--- config.mk ---
export PLATFORM = sky130hd
export DESIGN_NAME = mvdm_ctrl
export DESIGN_NICKNAME = d
export VERILOG_FILES = /design/src/design/mvdm_pkg.sv /design/src/design/mvdm_ctrl.sv
export SDC_FILE = /design/constraint.sdc
export NUM_CORES = 1
export LEC_CHECK = 0
export ABC_AREA = 1
export ABC_CLOCK_PERIOD_IN_PS = 1550
export BUFFER_PORTS_ARGS = -buffer_cell sky130_fd_sc_hd__buf_2
export CORE_UTILIZATION = 53
export CTS_BUF_LIST = sky130_fd_sc_hd__clkbuf_2 sky130_fd_sc_hd__clkbuf_4 sky130_fd_sc_hd__clkbuf_8
export DETAILED_ROUTE_END_ITERATION = 7
export PLACE_DENSITY = 0.88
export SYNTH_ARGS = -nofsm -noshare
export SYNTH_HDL_FRONTEND = slang
export SYNTH_SLANG_ARGS = --single-unit
--- constraint.sdc ---
create_clock -name clock -period 1.55 [get_ports clock]
set_input_delay 0.2325 -clock clock [delete_from_list [all_inputs] [get_ports clock]]
set_output_delay 0.2325 -clock clock [all_outputs]
set_load 0.01 [all_outputs]
--- src/design/mvdm_pkg.sv ---
`timescale 1ns / 1ps
package mvdm_pkg;

   localparam int MAP_ENTRIES = 65536;
   localparam int MAP_AW      = $clog2(MAP_ENTRIES);
   localparam int GROUP_SLOTS = 4096;
   localparam int SLOT_W      = $clog2(GROUP_SLOTS);
   localparam int TC_W        = SLOT_W + 1;
   localparam int KEY_BITS    = 63;
   localparam int COUNT_BITS  = 24;
   localparam int SIZE_W      = 24;
   localparam int IDENT_W     = 64;
   localparam int ENTRY_W     = 1 + KEY_BITS + SLOT_W;
   localparam int REC_W       = IDENT_W + SIZE_W;
   localparam int HASH_SHIFT  = 29;

   localparam logic [63:0]           HASH_MULT = 64'h9E3779B97F4A7C15;
   localparam logic [COUNT_BITS-1:0] COUNT_MAX = '1;
   localparam logic [IDENT_W-1:0]    NO_MATCH  = '1;

   typedef enum logic [1:0] {
      OP_CLEAR  = 2'd0,
      OP_LOAD   = 2'd1,
      OP_INSERT = 2'd2,
      OP_QUERY  = 2'd3
   } opcode_type;

   typedef enum logic [4:0] {
      S_CLEAR, S_IDLE, S_H0, S_H1, S_H2, S_H3, S_PROBE_RD, S_PROBE_CHK,
      S_INS_OLD, S_INS_NEW, S_INS_CMP, S_VOTE_RD, S_VOTE_WR, S_RES_RD, S_RES,
      S_VCLR_RD, S_VCLR_WR, S_VCLR_DONE
   } state_type;

   typedef enum logic [4:0] {
      CMD_NONE, CMD_CAPTURE, CMD_CLR_STEP, CMD_H0, CMD_H1, CMD_H2, CMD_H3,
      CMD_PROBE_RD, CMD_PROBE_CHK, CMD_INS_OLD, CMD_INS_NEW, CMD_INS_CMP,
      CMD_VOTE_RD, CMD_VOTE_WR, CMD_RES_RD, CMD_RES_LOAD, CMD_VCLR_RD,
      CMD_VCLR_WR, CMD_VCLR_DONE
   } cmd_type;

   typedef struct packed {
      logic clr_done;
      logic ent_valid;
      logic ent_match;
      logic probe_end;
      logic is_insert;
      logic last;
      logic tc_zero;
      logic vclr_last;
      logic rsp_busy;
   } status_type;

endpackage

--- src/design/mvdm_ctrl.sv ---
`timescale 1ns / 1ps
module mvdm_ctrl (
   input  logic                 clock,
   input  logic                 reset,
   input  logic                 req_valid,
   input  logic [1:0]           req_opcode,
   input  mvdm_pkg::status_type status,
   output logic                 req_ready,
   output mvdm_pkg::cmd_type    cmd
);
   import mvdm_pkg::*;

   state_type state_ff;
   state_type state_in;

   always_ff @(posedge clock) begin
      if (reset) begin
         state_ff <= S_CLEAR;
      end else begin
         state_ff <= state_in;
      end
   end

   always_comb begin
      state_in = state_ff;
      unique case (state_ff)
         S_CLEAR: begin
            if (status.clr_done) state_in = S_IDLE;
         end
         S_IDLE: begin
            if (req_valid) begin
               case (req_opcode) inside
                  OP_CLEAR:              state_in = S_CLEAR;
                  OP_INSERT, OP_QUERY:   state_in = S_H0;
                  default:               state_in = S_IDLE;
               endcase
            end
         end
         S_H0:       state_in = S_H1;
         S_H1:       state_in = S_H2;
         S_H2:       state_in = S_H3;
         S_H3:       state_in = S_PROBE_RD;
         S_PROBE_RD: state_in = S_PROBE_CHK;
         S_PROBE_CHK: begin
            if (status.ent_valid && status.ent_match) begin
               state_in = status.is_insert ? S_INS_OLD : S_VOTE_RD;
            end else if (!status.ent_valid || status.probe_end) begin
               state_in = (!status.is_insert && status.last) ? S_RES_RD : S_IDLE;
            end else begin
               state_in = S_PROBE_RD;
            end
         end
         S_INS_OLD:  state_in = S_INS_NEW;
         S_INS_NEW:  state_in = S_INS_CMP;
         S_INS_CMP:  state_in = S_IDLE;
         S_VOTE_RD:  state_in = S_VOTE_WR;
         S_VOTE_WR:  state_in = status.last ? S_RES_RD : S_IDLE;
         S_RES_RD:   state_in = S_RES;
         S_RES: begin
            if (!status.rsp_busy) state_in = status.tc_zero ? S_VCLR_DONE : S_VCLR_RD;
         end
         S_VCLR_RD:   state_in = S_VCLR_WR;
         S_VCLR_WR:   state_in = status.vclr_last ? S_VCLR_DONE : S_VCLR_RD;
         S_VCLR_DONE: state_in = S_IDLE;
         default:     state_in = S_CLEAR;
      endcase
   end

   always_comb begin
      req_ready = 1'b0;
      cmd       = CMD_NONE;
      unique case (state_ff)
         S_CLEAR: cmd = CMD_CLR_STEP;
         S_IDLE: begin
            req_ready = 1'b1;
            if (req_valid) cmd = CMD_CAPTURE;
         end
         S_H0:        cmd = CMD_H0;
         S_H1:        cmd = CMD_H1;
         S_H2:        cmd = CMD_H2;
         S_H3:        cmd = CMD_H3;
         S_PROBE_RD:  cmd = CMD_PROBE_RD;
         S_PROBE_CHK: cmd = CMD_PROBE_CHK;
         S_INS_OLD:   cmd = CMD_INS_OLD;
         S_INS_NEW:   cmd = CMD_INS_NEW;
         S_INS_CMP:   cmd = CMD_INS_CMP;
         S_VOTE_RD:   cmd = CMD_VOTE_RD;
         S_VOTE_WR:   cmd = CMD_VOTE_WR;
         S_RES_RD:    cmd = CMD_RES_RD;
         S_RES: begin
            if (!status.rsp_busy) cmd = CMD_RES_LOAD;
         end
         S_VCLR_RD:   cmd = CMD_VCLR_RD;
         S_VCLR_WR:   cmd = CMD_VCLR_WR;
         S_VCLR_DONE: cmd = CMD_VCLR_DONE;
         default:     cmd = CMD_NONE;
      endcase
   end
endmodule

==> out/results.tsv <==
metric	value	unit
status	complete, but fails checks	
failing checks	negative setup slack	
slowest cell delay on critical path	380	ps
Initial Utilization	0.607	
Layout area overhead	53.3	%
sequential element share of the synthesized area	0.141	
core area	1170	um^2
skew final	4.88	ps
biggest regs	state_ff: 5 flops	
Synth Area in Adders	0	
f_max	566	MHz
Pwr Density	615	nW/um^2
CP endpoint kind	primary output	
vias post-DR	1151	
Slew headroom	0.820	
Peak VDD IR	0.000403	V
crit path kind	flop to primary output	
CP arrival	1530	ps
RSZ-0062 raised after global routing	true	
CP required	1320	ps
Die H	38.6	um
crit path launch	state_ff[2]	
Clock Path Buffers	2	
I/O pin total	20	
fin area	1090	um^2
critical-path cell list	inv_1 -> nand2_1 -> nor2_2 -> nand2_1 -> nand2_1 -> nor3_2 -> nand3_1 -> buf_2	
Post-Syn Instances	135	
DRC errors left	0	
Net Count, Synth	149	
ANT nets after route	0	
post-synthesis area per instance	5.26	um^2
Ys Warns	0	
synth unique cells	19	
port bufs	19	
Core Util, Final	0.931	
DR iter-0 viols	129	
final critical-path share of the clock period	1.14	
largest family of logic cells by synthesized area	simple AND/OR/NAND/NOR gates	
Top reg by flops	state_ff	
ANT cells	0	
Post-Synth XOR/XNOR Area	0	
setup ws final	-217	ps
R2R setup slack	60	ps
layout cells sized above 1	0.439	
Rows	12	
DR pass1 iterations	5	
Setup crit start kind	flop	
die area	1490	um^2
clk_lat worst skew	240	ps
clk root buf	clkbuf_4	
Pwr Total	0.000670	W
initial antenna violation count	0	
Synth Area in Compound Gates	0.0616	
dpl hpwl	1540	um
H-tree depth	1	
CTS tree	built	
Final Slew Violations	0	
clock tree sinks	5	
final hold violation count	0	
vias per cell	6.16	
pin count of the biggest net entering global routing	10	
Most common cell on crit path	nand2_1	
hold crit path type	primary input to flop	
Reg clk slew, reported paths	50	ps
CTS buffer count	3	
Static Leak	0.626	nW
min-delay src	reset	
Period minus WS final	1770	ps
post-synthesis simple-gate area fraction	0.641	
die extent in x	38.6	um
synthesized flop and latch total	5	
Cell Area, Synth	711	um^2
mux cell area share after synthesis	0	
grt total ovfl	0	
Post-DP Area	855	um^2
Total GRT Usage	0.326	
drt total wl	2990	um
Min Hold Slack	202	ps
DR WL/cell	16.0	um
number of global-route vias before repair	821	
max FFs per register	5	
Least-Margin Pin Slew	269	ps
max_cap viols	0	
fin nets	188	
CP max stage cell	dfxtp_4	
Crit Reg-Reg Startpoint	state_ff[0]	
first-pass GRT wire length	3350	um
worst-path maximum fanout	5	
gpl congestion	0.890	
final setup violation count	4	
-- layer usage --
layer	vias to the layer above	GRT usage	part of all wire
met5	-	0	0
met4	0	0.138	0.064
met3	33	0.0231	0.13
met2	121	0.571	0.45
met1	493	0.403	0.35
li1	504	-	-
-- through the flow --
stage	worst slack (ps)	setup TNS (ps)	cells
after floorplan	235	0	135
after global placement	-52.0	-52.0	171
after detailed placement	-70.4	-70.4	171
after CTS	-111	-348	182
after global routing	-231	-802	187
final	-217	-673	187
-- cells in the mapped netlist (all sizes together) --
master,n,share of area
nand2,43,0.23
nor2,26,0.18
inv,24,0.13
nand3,19,0.15
a21oi,5,0.035
dfxtp,5,0.14
nand4,4,0.035
nor3,4,0.044
o21ai,2,0.014
buf,1,0.016
clkinv,1,0.0070
o221ai,1,0.012
-- layout make-up --
type	count	area, um^2
Inverter	25	104
Tap cell	14	17.5
Fill cell	50	81.3
Multi-Input combinational cell	104	577
Timing Repair Buffer	35	248
Clock buffer	4	30.0
Sequential cell	5	114
-- cells in the final DEF, fill, tap and decap left out, types with 3 or more instances in the layout --
cell,n
nor2_1,16
nand3_1,13
clkbuf_4,4
inv_2,4
buf_4,12
nand4_1,4
nor2_4,7
dfxtp_4,3
nand2_2,6
nor2_2,3
nand2_1,37
buf_2,19
inv_1,18
nand3_2,5
a21oi_1,5
-- final timing paths --
| path | endpoint | depth (start not counted) |
|---|---|---|
| worst min register to register | state_ff[4] | 5 |
| worst min-delay path | state_ff[2] | 2 |
| worst max-delay path | cmd[1] | 8 |
| worst max register to register | state_ff[3] | 9 |
-- critical path, delay by kind of cell, from the launching register on --
family / cells / cell delay (ps)
buf+inv: 2 / 190
flops: 1 / 380
simple gates: 6 / 710
-- where the power goes --
group          switching (W)  total (W)  internal [W]
Clock              0.0000589   0.000174      0.000115
Combinational       0.000188   0.000344      0.000157
Sequential         0.0000143   0.000152      0.000137
-- cells by family (layout without fill, tap and decap cells) --
family | Yosys count | in the layout
AND/OR/NAND/NOR | 96 | 96
buffers and inverters | 26 | 64
flip-flops | 5 | 5
AO/OA/AOI/OAI | 8 | 8
-- timing repair --
| item | CTS | global route |
|---|---|---|
| endpoints found under the setup margin | 5 | 7 |
| pin swaps | 5 | 8 |
| gates resized for setup | 14 | 19 |
| setup buffers | 7 | 5 |
| hold buffers | 0 | 0 |
| endpoints found under the hold margin | 0 | 0 |
Power figures use the tool's default switching activity.
